<file path="src/sv/rsc_pkg.sv">
package rsc_pkg;

  // Fixed widths of the configuration registers and of the result fields.
  localparam int CL_W       = 4;
  localparam int NP_W       = 3;
  localparam int POLY_W     = 9;
  localparam int NUM_GEN    = 4;
  localparam int POLYS_W    = NUM_GEN * POLY_W;
  localparam int PAR_W      = 4;
  localparam int CFG_IDX_W  = 3;
  localparam int CFG_DATA_W = POLYS_W;

  // Register indexes of the configuration port.
  typedef enum logic [CFG_IDX_W-1:0] {
    CFG_CODE_LEN          = 3'd0,
    CFG_NUM_PARITY        = 3'd1,
    CFG_FEEDBACK_POLY     = 3'd2,
    CFG_PARITY_POLYS      = 3'd3,
    CFG_TERMINATE_ENABLE  = 3'd4,
    CFG_SYSTEMATIC_ENABLE = 3'd5
  } cfg_idx_e;

  typedef struct packed {
    logic [CL_W-1:0]    code_len;
    logic [NP_W-1:0]    num_parity;
    logic [POLY_W-1:0]  feedback_poly;
    logic [POLYS_W-1:0] parity_polys;
    logic               terminate_enable;
    logic               systematic_enable;
  } cfg_t;

  typedef struct packed {
    logic             last;
    logic             is_tail;
    logic [PAR_W-1:0] parity_bits;
    logic             sys_bit;
  } result_t;

endpackage

</file>
<file path="src/sv/recursive_convolutional_encoder_top.sv">
// Recursive systematic convolutional encoder. Each input beat carries one
// source bit (tdata bit 0) and a block end mark (tlast); each output beat
// carries the systematic bit and up to four parity bits, with tuser set on
// termination tail beats and tlast on the final beat of a block. A source
// beat is taken every cycle while the two-entry output buffer has room, so
// the encoder sustains one beat per clock. When a block ends with
// termination enabled, the encoder holds off input while it emits the
// code length minus one tail beats that drive the state back to zero.
// Configuration is written through a simple write port and must
// only change while no beats are in flight.
module recursive_convolutional_encoder_top #(
  parameter int MAX_CONSTRAINT = 9,
  parameter int MAX_PARITY     = 4
) (
  input  logic                              clk_i,
  input  logic                              rst_ni,
  input  logic                              cfg_we_i,
  input  logic [rsc_pkg::CFG_IDX_W-1:0]     cfg_idx_i,
  input  logic [rsc_pkg::CFG_DATA_W-1:0]    cfg_data_i,
  input  logic                              s_axis_tvalid,
  output logic                              s_axis_tready,
  // Bit 0: source_bit; bits 7:1 unused.
  input  logic [7:0]                        s_axis_tdata,
  input  logic                              s_axis_tlast,
  output logic                              m_axis_tvalid,
  input  logic                              m_axis_tready,
  // Bit 0: sys_bit; bits 4:1: parity_bits; bits 7:5 zero.
  output logic [7:0]                        m_axis_tdata,
  // Bit 0: is_tail.
  output logic                              m_axis_tuser,
  output logic                              m_axis_tlast
);

  localparam int SW = MAX_CONSTRAINT - 1;
  localparam int MW = $clog2(MAX_CONSTRAINT);

  rsc_pkg::cfg_t     cfg_q;
  logic [SW-1:0]     state_q, state_d;
  logic [MW-1:0]     tail_cnt_q, tail_cnt_d;

  logic              buf_ready;
  logic              in_tail;
  logic              accept;
  logic              tail_go;
  logic              push;
  logic [SW-1:0]     step_state;
  logic              step_sys;
  logic [rsc_pkg::PAR_W-1:0] step_par;
  logic [MW-1:0]     reg_bits;
  rsc_pkg::result_t  res;
  rsc_pkg::result_t  buf_data;

  // Configuration registers; writes to unknown indexes are dropped.
  always_ff @(posedge clk_i or negedge rst_ni) begin
    if (!rst_ni) begin
      cfg_q.code_len          <= rsc_pkg::CL_W'(3);
      cfg_q.num_parity        <= rsc_pkg::NP_W'(2);
      cfg_q.feedback_poly     <= '0;
      cfg_q.parity_polys      <= '0;
      cfg_q.terminate_enable  <= 1'b1;
      cfg_q.systematic_enable <= 1'b1;
    end else if (cfg_we_i) begin
      case (cfg_idx_i)
        rsc_pkg::CFG_CODE_LEN: begin
          cfg_q.code_len <= cfg_data_i[rsc_pkg::CL_W-1:0];
        end
        rsc_pkg::CFG_NUM_PARITY: begin
          cfg_q.num_parity <= cfg_data_i[rsc_pkg::NP_W-1:0];
        end
        rsc_pkg::CFG_FEEDBACK_POLY: begin
          cfg_q.feedback_poly <= cfg_data_i[rsc_pkg::POLY_W-1:0];
        end
        rsc_pkg::CFG_PARITY_POLYS: begin
          cfg_q.parity_polys <= cfg_data_i[rsc_pkg::POLYS_W-1:0];
        end
        rsc_pkg::CFG_TERMINATE_ENABLE: begin
          cfg_q.terminate_enable <= cfg_data_i[0];
        end
        rsc_pkg::CFG_SYSTEMATIC_ENABLE: begin
          cfg_q.systematic_enable <= cfg_data_i[0];
        end
        default: begin
        end
      endcase
    end
  end

  // A nonzero tail count means tail beats are still owed for this block.
  assign in_tail       = (tail_cnt_q != '0);
  assign s_axis_tready = buf_ready & ~in_tail;
  assign accept        = s_axis_tvalid & s_axis_tready;
  assign tail_go       = in_tail & buf_ready;
  assign push          = accept | tail_go;

  // One trellis step, either for the source beat or for a tail beat.
  rsc_step #(
    .MAX_CONSTRAINT (MAX_CONSTRAINT),
    .MAX_PARITY     (MAX_PARITY)
  ) u_step (
    .cfg_i      (cfg_q),
    .state_i    (state_q),
    .src_i      (s_axis_tdata[0]),
    .tail_i     (in_tail),
    .state_o    (step_state),
    .sys_o      (step_sys),
    .parity_o   (step_par),
    .reg_bits_o (reg_bits)
  );

  always_comb begin
    res.sys_bit     = step_sys;
    res.parity_bits = step_par;
    res.is_tail     = in_tail;
    if (in_tail) begin
      res.last = (tail_cnt_q == MW'(1));
    end else begin
      res.last = s_axis_tlast & ~cfg_q.terminate_enable;
    end
  end

  // The state returns to zero at every block end, after the tail if any.
  always_comb begin
    state_d    = state_q;
    tail_cnt_d = tail_cnt_q;
    if (accept) begin
      if (!s_axis_tlast) begin
        state_d = step_state;
      end else if (cfg_q.terminate_enable) begin
        state_d    = step_state;
        tail_cnt_d = reg_bits;
      end else begin
        state_d = '0;
      end
    end else if (tail_go) begin
      tail_cnt_d = tail_cnt_q - MW'(1);
      state_d    = (tail_cnt_q == MW'(1)) ? '0 : step_state;
    end
  end

  always_ff @(posedge clk_i or negedge rst_ni) begin
    if (!rst_ni) begin
      state_q    <= '0;
      tail_cnt_q <= '0;
    end else begin
      state_q    <= state_d;
      tail_cnt_q <= tail_cnt_d;
    end
  end

  // Result buffer: decouples the output handshake from input acceptance.
  rsc_obuf u_obuf (
    .clk_i       (clk_i),
    .rst_ni      (rst_ni),
    .push_i      (push),
    .data_i      (res),
    .ready_o     (buf_ready),
    .valid_o     (m_axis_tvalid),
    .data_o      (buf_data),
    .pop_ready_i (m_axis_tready)
  );

  assign m_axis_tdata = {3'b000, buf_data.parity_bits, buf_data.sys_bit};
  assign m_axis_tuser = buf_data.is_tail;
  assign m_axis_tlast = buf_data.last;

endmodule

</file>
<file path="src/sv/rsc_step.sv">
module rsc_step #(
  parameter int MAX_CONSTRAINT = 9,
  parameter int MAX_PARITY     = 4
) (
  input  rsc_pkg::cfg_t                      cfg_i,
  input  logic [MAX_CONSTRAINT-2:0]          state_i,
  input  logic                               src_i,
  input  logic                               tail_i,
  output logic [MAX_CONSTRAINT-2:0]          state_o,
  output logic                               sys_o,
  output logic [rsc_pkg::PAR_W-1:0]          parity_o,
  output logic [$clog2(MAX_CONSTRAINT)-1:0]  reg_bits_o
);

  localparam int SW = MAX_CONSTRAINT - 1;
  localparam int EW = MAX_CONSTRAINT;
  localparam int MW = $clog2(MAX_CONSTRAINT);

  logic [5:0]                      cl_ext;
  logic [MW-1:0]                   m;
  logic [SW-1:0]                   mask;
  logic [SW-1:0]                   s;
  logic [SW+rsc_pkg::POLY_W-1:0]   fb_poly_ext;
  logic                            fb;
  logic                            top_bit;
  logic [EW-1:0]                   ext;

  // Saturate the constraint length and derive the register length.
  always_comb begin
    cl_ext = 6'(cfg_i.code_len);
    if (cl_ext > 6'(MAX_CONSTRAINT)) begin
      m = MW'(MAX_CONSTRAINT - 1);
    end else if (cl_ext < 6'd2) begin
      m = MW'(1);
    end else begin
      m = MW'(cl_ext - 6'd1);
    end
  end

  always_comb begin
    for (int j = 0; j < SW; j++) begin
      mask[j] = (32'(j) < 32'(m));
    end
  end

  assign fb_poly_ext = (SW + rsc_pkg::POLY_W)'(cfg_i.feedback_poly);
  assign s           = state_i & mask;
  assign fb          = ^(s & fb_poly_ext[SW-1:0] & mask);

  // A tail step feeds the feedback bit back in, so a zero enters at the top.
  assign top_bit = tail_i ? 1'b0 : (fb ^ src_i);

  always_comb begin
    ext = EW'(s);
    for (int j = 0; j < EW; j++) begin
      if (32'(j) == 32'(m)) begin
        ext[j] = top_bit;
      end
    end
  end

  for (genvar i = 0; i < rsc_pkg::PAR_W; i++) begin : g_gen
    logic [EW+rsc_pkg::POLY_W-1:0] g_ext;
    logic                          en;
    assign g_ext = (EW + rsc_pkg::POLY_W)'(
                     cfg_i.parity_polys[i*rsc_pkg::POLY_W +: rsc_pkg::POLY_W]);
    assign en    = (i == 0) ||
                   ((32'(cfg_i.num_parity) > i) && (i < MAX_PARITY));
    assign parity_o[i] = en & (^(ext & g_ext[EW-1:0]));
  end

  assign state_o    = ext[EW-1:1];
  assign sys_o      = cfg_i.systematic_enable & (tail_i ? fb : src_i);
  assign reg_bits_o = m;

endmodule

</file>
<file path="src/sv/rsc_obuf.sv">
module rsc_obuf (
  input  logic              clk_i,
  input  logic              rst_ni,
  input  logic              push_i,
  input  rsc_pkg::result_t  data_i,
  output logic              ready_o,
  output logic              valid_o,
  output rsc_pkg::result_t  data_o,
  input  logic              pop_ready_i
);

  rsc_pkg::result_t mem_q [2];
  logic             wr_q, wr_d;
  logic             rd_q, rd_d;
  logic [1:0]       cnt_q, cnt_d;
  logic             pop;

  assign ready_o = (cnt_q != 2'd2);
  assign valid_o = (cnt_q != 2'd0);
  assign data_o  = mem_q[rd_q];
  assign pop     = valid_o & pop_ready_i;

  always_comb begin
    wr_d  = push_i ? ~wr_q : wr_q;
    rd_d  = pop ? ~rd_q : rd_q;
    cnt_d = cnt_q + 2'(push_i) - 2'(pop);
  end

  always_ff @(posedge clk_i or negedge rst_ni) begin
    if (!rst_ni) begin
      wr_q  <= 1'b0;
      rd_q  <= 1'b0;
      cnt_q <= 2'd0;
    end else begin
      wr_q  <= wr_d;
      rd_q  <= rd_d;
      cnt_q <= cnt_d;
    end
  end

  always_ff @(posedge clk_i) begin
    if (push_i) begin
      mem_q[wr_q] <= data_i;
    end
  end

endmodule

</file>
<file path="config.mk">
export PLATFORM = sky130hd
export DESIGN_NAME = recursive_convolutional_encoder_top
export DESIGN_NICKNAME = d
export VERILOG_FILES = /design/src/sv/rsc_pkg.sv /design/src/sv/recursive_convolutional_encoder_top.sv /design/src/sv/rsc_step.sv /design/src/sv/rsc_obuf.sv
export SDC_FILE = /design/constraint.sdc
export NUM_CORES = 1
export LEC_CHECK = 0
export ABC_CLOCK_PERIOD_IN_PS = 11800
export BUFFER_PORTS_ARGS = -buffer_cell sky130_fd_sc_hd__clkbuf_2
export CAP_MARGIN = 20
export CORE_ASPECT_RATIO = 1.2
export CORE_MARGIN = 8
export CORE_UTILIZATION = 55
export DETAILED_ROUTE_END_ITERATION = 8
export GPL_ROUTABILITY_DRIVEN = 0
export HOLD_SLACK_MARGIN = 0.06
export PLACE_DENSITY = 0.77
export RECOVER_POWER = 100
export SETUP_SLACK_MARGIN = 0.5
export SLEW_MARGIN = 15
export SYNTH_ARGS = -nofsm -noshare
export SYNTH_HDL_FRONTEND = slang
export SYNTH_SLANG_ARGS = --single-unit
</file>
<file path="constraint.sdc">
create_clock -name clk_i -period 11.8 [get_ports clk_i]
set_clock_uncertainty 0.2 [all_clocks]
set_input_delay 1.18 -clock clk_i [delete_from_list [all_inputs] [get_ports clk_i]]
set_output_delay 1.18 -clock clk_i [all_outputs]
set_load 0.005 [all_outputs]
</file>
Word-level counts from Yosys, hierarchy flattened
Memories as Yosys holds them, arrays and structs flattened.
Index checks and enable logic that the tools add are counted.
{"block": "totals", "register_bits": 69, "ram_bits": 14, "input_bits": 53, "out_inout_bits": 12, "mem_count": 1}
{"memory": "u_obuf.mem_q", "words": 2, "width": 7, "rd": 1, "rd_ports_with_merged_regs": 0, "wr": 1, "line_no": "rsc_obuf.sv:12", "source": "rsc_pkg::result_t mem_q [2];"}
{"block": "op_classes", "add_sub_neg": 4, "n_lt_le_gt_ge": 13, "n_eq_ne": 17, "mux": 25, "bitwise_logic": 22, "n_reduce_logical": 17}
{"operator": "two-way mux 8 bit", "n": 5}
{"operator": "AND 9 bit", "n": 4}
{"operator": "parity 9 bit", "n": 4}
{"operator": "AND 8 bit", "n": 3}
{"operator": "two-way mux 4 bit", "n": 6}
{"operator": "== test 3 x 4 -> 1 bit, first input constant", "n": 4}
{"operator": "< comparator 3 x 4 -> 1 bit, first input constant", "n": 4}
{"operator": "two-way mux 1 bit", "n": 14}
{"operator": "AND reduction 2 bit", "n": 6}
{"operator": "AND 1 bit", "n": 9}
{"operator": "== test 2 x 4 -> 1 bit, first input constant", "n": 2}
{"operator": "< comparator 1 x 4 -> 1 bit, first input constant", "n": 2}
{"operator": "< comparator 2 x 4 -> 1 bit, first input constant", "n": 2}
{"operator": "parity 8 bit", "n": 1}
{"operator": "subtractor 4 x 1 -> 4 bit, second input constant", "n": 2}
{"operator": "== test 3 x 2 -> 1 bit, second input constant", "n": 2}
{"operator": "== test 3 bit, second input constant", "n": 2}
{"operator": "> comparator 3 x 2 -> 1 bit, second input constant", "n": 2}
{"operator": "inequality test 2 bit, second input constant", "n": 3}
{"operator": "== test 1 x 4 -> 1 bit, first input constant", "n": 1}
{"operator": "== test 4 x 1 -> 1 bit, second input constant", "n": 1}
{"operator": "== test 4 bit, first input constant", "n": 1}
{"operator": "> comparator 4 bit, second input constant", "n": 1}
{"operator": "logical NOT 4 bit", "n": 1}
{"operator": "other kinds (12)", "n": 16}

Longest topological paths before layout
Gate-level depths: netlist of run 1.
{"block": "logic_depth", "depth_word": 14, "mapped_depth": 16, "mapped_depth_nobuf": 13}

Modules after synthesis
Synthesis of run 1 repeated with hierarchy kept, for this count alone.
{"block": "hier_totals", "hier_cells": 379, "hier_area_um2": 4839.6}
{"module": "recursive_convolutional_encoder_top", "instances": 1, "cells_each": 186, "area_per_inst_um2": 2770.2, "seq_area_each_um2": 1657.8}
{"module": "rsc_step", "instances": 1, "cells_each": 154, "area_per_inst_um2": 1333.8, "seq_area_each_um2": 0.0}
{"module": "rsc_obuf", "instances": 1, "cells_each": 39, "area_per_inst_um2": 735.7, "seq_area_each_um2": 520.5}

Worst setup path after synthesis of run 1
OpenSTA, ideal clock, no wires.
{"block": "synth_timing", "path_kind": "reg2reg", "startpoint": "register cfg_q[50] (netlist name)", "endpoint": "memory u_obuf.mem_q[0][3] (netlist name), data pin", "setup_time_ns": 0.262, "arrival_ns": 4.121, "required_time_ns": 11.338, "slack_ns": 7.218, "stages_incl_launch_ff": 16, "path_buffers": 2, "period_less_slack_ns": 4.582, "cell_sequence": "dfstp_2 buf_6 inv_1 ha_1 buf_4 or4b_4 a21oi_4 nor3_1 xor2_1 xnor3_1 xnor3_2 o31ai_1 nand2_1 xor2_1 xnor3_1 mux2_4"}
{"element": "start: declaration", "line_no": "recursive_convolutional_encoder_top.sv:37", "source": "rsc_pkg::cfg_t cfg_q;"}
{"element": "end: declaration", "line_no": "rsc_obuf.sv:12"}

==> results of run 1 <==
-- per-layer routing --
layer	track usage [%]	part of all wire (%)	vias to the layer above
met2	29.69	48	81
met3	3.280	5.7	18
met4	9.606	2.8	0
met5	0	0	-
met1	22.56	43	1587
li1	-	-	1542
-- power by group through the flow --
stage | clock network, mW | logic (mW) | registers (mW)
floorplan | 0 | 0.240 | 0.416
global placement | 0 | 0.298 | 0.435
detailed placement | 0 | 0.311 | 0.440
CTS | 0.217 | 0.312 | 0.435
global route | 0.228 | 0.335 | 0.447
finish | 0.214 | 0.299 | 0.435
-- logic make-up (layout without fill, tap and decap cells) --
family	after synthesis	in the layout
fa+ha+maj	6	6
compound gates	73	73
simple gates	117	117
other cells	1	3
buf+inv	31	88
flops	83	83
xor+xnor	31	31
mux	59	59
-- layout by cell type, fill, tap and decap left out, drive strengths merged, types with 5 or more instances in the layout --
| cell | instances |
|---|---|
| clkbuf | 67 |
| dfstp | 5 |
| xnor3 | 8 |
| nand2 | 60 |
| o211ai | 6 |
| a21oi | 10 |
| ha | 6 |
| a22o | 5 |
| xnor2 | 15 |
| xor2 | 7 |
| nor2 | 12 |
| inv | 17 |
| edfxtp | 14 |
| nor3 | 8 |
| dfrtp | 64 |
| o21ai | 27 |
| mux2 | 57 |
| nand3 | 7 |
-- path summary, 6_finish.rpt --
path | end | cells past startpoint
max | u_obuf.mem_q[1][2] | 13
min | cfg_q[6] | 1
max reg2reg | u_obuf.mem_q[1][2] | 13
min reg2reg | cfg_q[6] | 1
max in group asynchronous | state_q[5] | 2
min in group asynchronous | tail_cnt_q[3] | 2
-- through the flow --
| step | setup WS, ps | cell area, um^2 | util (%) | instances | hold slack, ps |
|---|---|---|---|---|---|
| after floorplan | 7218 | 4606 | - | 403 | 265.1 |
| after global placement | 6371 | 4927 | 60.77 | 539 | 286.6 |
| after detailed placement | 6277 | 4927 | 60.77 | 539 | 292.5 |
| after CTS | 6260 | 5135 | 63.33 | 555 | 311.1 |
| after global routing | 5376 | 5061 | 62.42 | 555 | 325.7 |
| final | 5645 | 5061 | 62.42 | 555 | 309.0 |
-- critical path, stage by stage, from the launching register on --
cell and delay (ps):
dfstp_1 740, inv_1 160, ha_1 350, or2_0 280, a21oi_1 410, nand3_1 150
xor2_1 160, xnor3_1 490, xnor3_1 570, o41ai_1 1230, nand2_1 170, xor2_1 280
xnor3_1 450, mux2i_1 310
-- final cells by class --
class                           count  area, um^2  share of cell area, %
Clock buffer                       10       137.6                  2.719
Clock inverter                      6       70.07                  1.384
Multi-Input combinational cell    289        2253                  44.52
Inverter                           14       52.55                  1.038
Sequential cell                    83        2153                  42.55
Tap cell                           95       118.9                  2.349
Timing Repair Buffer               58       275.3                  5.439
-- registers in the layout, summed over array words and instances, names as in the netlist --
register,count
u_obuf.rd_q,1
state_q,8
u_obuf.wr_q,1
tail_cnt_q,4
cfg_q,53
u_obuf.mem_q,14
u_obuf.cnt_q,2
==> metrics.yaml, run 1 <==
die:
  dieArea_um2: 11550
  io_pins: 65
  num_rows: 36
  start_util_pct: 56.71
  fp.dieW_um: 99.47
  fp.dieH_um: 116.2
  core_um2: 8108
power:
  switching_share_pct: 34.67
  power.share.clock_pct: 22.6
  p_int_mw: 0.6193
  p_switching_mw: 0.3287
  power_mw: 0.9479
  powerDensity_nw_per_um2: 187.3
  pwr-share-seq_pct: 45.9
  combPwrFrac_pct: 31.6
  ir_worst_vdd_v: 0.00009809
  p_leak_nw: 2.203
critical_path:
  startpoint: "cfg_q[50]"
  r2r_slack_ps: 5650
  worstPathRequired_ps: 11750
  critical_path_class: "flop to flop"
  reg2reg_from: "cfg_q[50]"
  critPathLaunchType: "flop"
  crit_path_max_fanout: 14
  cp-end-kind: "flop"
  crit_arrival_ps: 6100
synthesis:
  synth_top_family_by_area: "multiplexers"
  syn_inst: 401
  yosys.area.top_type: "dfrtp_1"
  ys_seq_area_share_pct: 46.83
  synthMuxAreaShare_pct: 14.48
  synth_top_area_share_pct: 34.83
  yosysWarnings: 0
  synth.avg_cell_area_um2: 11.47
  synth_flop_cell: "dfrtp_1"
  synth_compound_area_share_pct: 12.33
  synth-edff-count: 14
  netlist_area_um2: 4598
  synth_area_leaders: "dfrtp_1 (35%), mux2_2 (14%), edfxtp_1 (9.1%)"
  ys_ff_latch: 83
  yosysMostFrequentCell: "dfrtp_1"
  synth-xor-area-share_pct: 8.816
  synth-simple-area-share_pct: 12.57
  synthArstFlopShare_pct: 83.13
  synthAdderAreaFrac_pct: 1.633
  synthDistinctLibCells: 70
  netlist_top_cells_count: "dfrtp_1 (64), nand2_1 (59), mux2_2 (56)"
clocking:
  numCtsBuffers: 9
  cts_setup_buffers: 0
  cts_buffer_depth: 2
  cts_tree: "yes"
  holdBufCountCts: 0
  cts_resized: 0
  clkLatencyLatePin_ps: 370
  clock-sinks: 83
  root_buffer: "clkbuf_8"
  clkSlewWorstSetupHoldPaths_ps: 90
  htree_levels: 3
routing:
  wire_per_inst_um: 17.87
  wirelength_mm: 9.917
  drcViolationCount: 0
  drtPass1Iterations: 4
  viasPerCell: 5.816
  antenna_left: 0
  drt_first_iter_violations: 176
  dr_total_vias: 3228
run_status:
  status: "finished, violations left"
  violations: "capacitance limit, slew limit"
layout:
  fill_cells: 670
  area_growth_pct: 10.07
  final_nets: 514
  num_antenna_cells: 0
  layout-drive-gt1-share_pct: 28.48
timing:
  max_slew.worst_pin.slew_ps: 3652
  fin_setup_tns_ps: 0
  rsz0062_at_grt: "false"
  period_share_pct: 52.16
  slew_violations: 107
  slew_headroom_pct: -143.5
  finalSetupViolations: 0
  post-route-min-period_ps: 6155
  fmax_ghz: 0.1625
  finalHoldViolCount: 0
global_routing:
  antenna_found_initial: 0
  grt_max_degree: 70
  overflow: 0
  grt_pass1_vias: 3273
  grt_usage_pct: 18.16
  grt_pass1_wl_mm: 16.28
job:
  max_cap_violations: 2
placed_design:
  dp_hpwl_mm: 7.436
  port-buffer-count: 54
min_path:
  min_path_type: "flop to flop"
  hp-start: "cfg_q[6]"
Note: power is estimated with default switching activity, not from simulation.
==> run 2: changes to the inputs <==
--- a/config.mk
+++ b/config.mk
@@ -5,16 +5,16 @@
 export SDC_FILE = /design/constraint.sdc
 export NUM_CORES = 1
 export LEC_CHECK = 0
-export ABC_CLOCK_PERIOD_IN_PS = 11800
+export ABC_CLOCK_PERIOD_IN_PS = 5000
 export BUFFER_PORTS_ARGS = -buffer_cell sky130_fd_sc_hd__clkbuf_2
 export CAP_MARGIN = 20
 export CORE_ASPECT_RATIO = 1.2
 export CORE_MARGIN = 8
-export CORE_UTILIZATION = 55
+export CORE_UTILIZATION = 52
 export DETAILED_ROUTE_END_ITERATION = 8
 export GPL_ROUTABILITY_DRIVEN = 0
 export HOLD_SLACK_MARGIN = 0.06
-export PLACE_DENSITY = 0.77
+export PLACE_DENSITY = 0.76
 export RECOVER_POWER = 100
 export SETUP_SLACK_MARGIN = 0.5
 export SLEW_MARGIN = 15
==> constraint.sdc (replaced) <==
create_clock -name clk_i -period 5 [get_ports clk_i]
set_clock_uncertainty 0.2 [all_clocks]
set_input_delay 0.5 -clock clk_i [delete_from_list [all_inputs] [get_ports clk_i]]
set_output_delay 0.5 -clock clk_i [all_outputs]
set_load 0.005 [all_outputs]
==> run 2 against run 1 <==
Effect of this change: the run still ends with capacitance limit, slew limit left; hold slack worse by 180 ps; global-route usage is 0.82 points higher; worst setup slack worse by 5400 ps; sequential share of layout area is 3.7 points lower; flip-flop and latch count unchanged; final cell count grew 9.7%; non-clock buffer count grew 32; combinational power increased to 2.8 times the previous value; die area increased by 4.9%; fmax up 30%; power grew 140%; wire length up 10%; largest cell class unchanged.
==> metrics.yaml, run 2 (synthesis gave the netlist of run 1 again) <==
timing:
  fin_setup_tns_ps: 0
  rsz0062_at_grt: "true"
  finalSetupViolations: 0
  slew_headroom_pct: -32.54
  fmax_ghz: 0.2118
  max_slew.worst_pin.slew_ps: 1988
  post-route-min-period_ps: 4720
  hold_ws_ps: 131.8
  finalHoldViolCount: 0
  slew_violations: 37
  period_share_pct: 94.41
routing:
  dr_total_vias: 3443
  wire_per_inst_um: 17.91
  antenna_left: 0
  drtPass1Iterations: 4
  viasPerCell: 5.654
  drcViolationCount: 0
  drt_first_iter_violations: 184
  wirelength_mm: 10.91
global_routing:
  grt_max_degree: 70
  grt_pass1_wl_mm: 18.24
  grt_usage_pct: 18.98
  grt_pass1_vias: 3738
  antenna_found_initial: 0
  overflow: 0
critical_path:
  critical_path_class: "flop to flop"
  critPathLaunchType: "flop"
  worstPathRequired_ps: 4960
  reg2reg_depth: 15
  cp-end-kind: "flop"
  crit_path_max_fanout: 5
  crit_arrival_ps: 4680
clocking:
  holdBufCountCts: 0
  cts_buffer_depth: 2
  clock-sinks: 83
  htree_levels: 3
  clkLatencyLatePin_ps: 360
  clkSlewWorstSetupHoldPaths_ps: 90
  numCtsBuffers: 9
  root_buffer: "clkbuf_8"
  cts_tree: "yes"
job:
  max_cap_violations: 1
layout:
  final_common_cell: "dfrtp_1"
  layout-drive-gt1-share_pct: 39.43
  final_cell_mix: "dfrtp_1 (63), nand2_1 (55), mux2_2 (55)"
  regMostFlops: "cfg_q"
  top_regs: "cfg_q (53), u_obuf.mem_q (14), state_q (8)"
  fill_cells: 690
  num_antenna_cells: 0
  largest_register_ffs: 53
  area_growth_pct: 20.54
  design_area_um2: 5543
  final_nets: 546
die:
  num_rows: 37
  start_util_pct: 53.40
  core_um2: 8611
  fp.dieH_um: 119.0
  fp.dieW_um: 101.8
  dieArea_um2: 12120
  io_pins: 65
power:
  p_leak_nw: 2.486
  ir_worst_vdd_v: 0.0001940
  powerDensity_nw_per_um2: 418.3
placed_design:
  dp_hpwl_mm: 7.631
  port-buffer-count: 54
  placed_area_um2: 5046
min_path:
  min_path_type: "input port to async pin"
run_status:
  violations: "capacitance limit, slew limit"
  status: "finished, violations left"
[run 2: area by class of cell]
type / instances / area (um^2) / share of cell area, %
clock buffers: 9 / 123.9 / 2.235
clock inverters: 7 / 61.31 / 1.106
inverters: 14 / 55.05 / 0.9932
multi-input cells: 289 / 2460 / 44.38
flip-flops and latches: 83 / 2155 / 38.87
well taps: 117 / 146.4 / 2.641
repair buffers: 90 / 541.8 / 9.774
[run 2: worst paths after layout]
check / start / to / slack (ps)
max reg2reg: cfg_q[50] / u_obuf.mem_q[0][2] / 280
max in group asynchronous: rst_ni / cfg_q[52] / 3870
min: rst_ni / cfg_q[53] / 130
min reg2reg: cfg_q[38] / cfg_q[38] / 320
max: cfg_q[50] / u_obuf.mem_q[0][2] / 280
min in group clk_i: cfg_data_i[14] / cfg_q[16] / 160
[run 2: power breakdown]
group / switching, mW / total (mW) / internal (mW)
Sequential: 0.126 / 1.03 / 0.904
Clock: 0.264 / 0.453 / 0.190
Combinational: 0.456 / 0.835 / 0.380
[run 2: timing repair]
item                                    in CTS  in global routing
setup buffers                               19                  3
pin swaps                                   21                  8
gates resized for setup                     27                 14
endpoints found under the setup margin       8                  8
endpoints found under the hold margin        0                  0
cloned                                       0                  0
[run 2: routing by layer]
layer / up-vias / part of all wire, % / routed length [um] / track usage (%)
met2: 113 / 51 / 5585 / 32.16
li1: 1606 / - / - / -
met4: 0 / 2.8 / 308 / 9.292
met3: 26 / 4.4 / 483 / 2.622
met5: - / 0 / 0 / 0
met1: 1698 / 42 / 4530 / 22.94
[run 2: stage by stage]
step | instances | util, % | worst slack [ps] | power, mW
final | 609 | 64.37 | 279.6 | 2.319
after global placement | 571 | 58.60 | 153.9 | 1.746
after floorplan | 403 | - | 521.4 | 1.554
after CTS | 606 | 63.64 | 494.3 | 2.311
after global routing | 609 | 64.37 | 137.7 | 2.469
after detailed placement | 571 | 58.60 | 97.14 | 1.784
[run 2: critical path, cell delays in order (launching register included)]
cell     delay (ps)
dfstp_1         610
inv_4            60
ha_4            170
or4b_4          510
a21oi_1         310
nor3_2           80
xor2_1          190
xnor3_1         310
xnor3_4         480
buf_8           160
o41ai_4         280
buf_4           200
nand2_1          60
xnor2_1         160
xnor3_1         450
mux2i_2         280
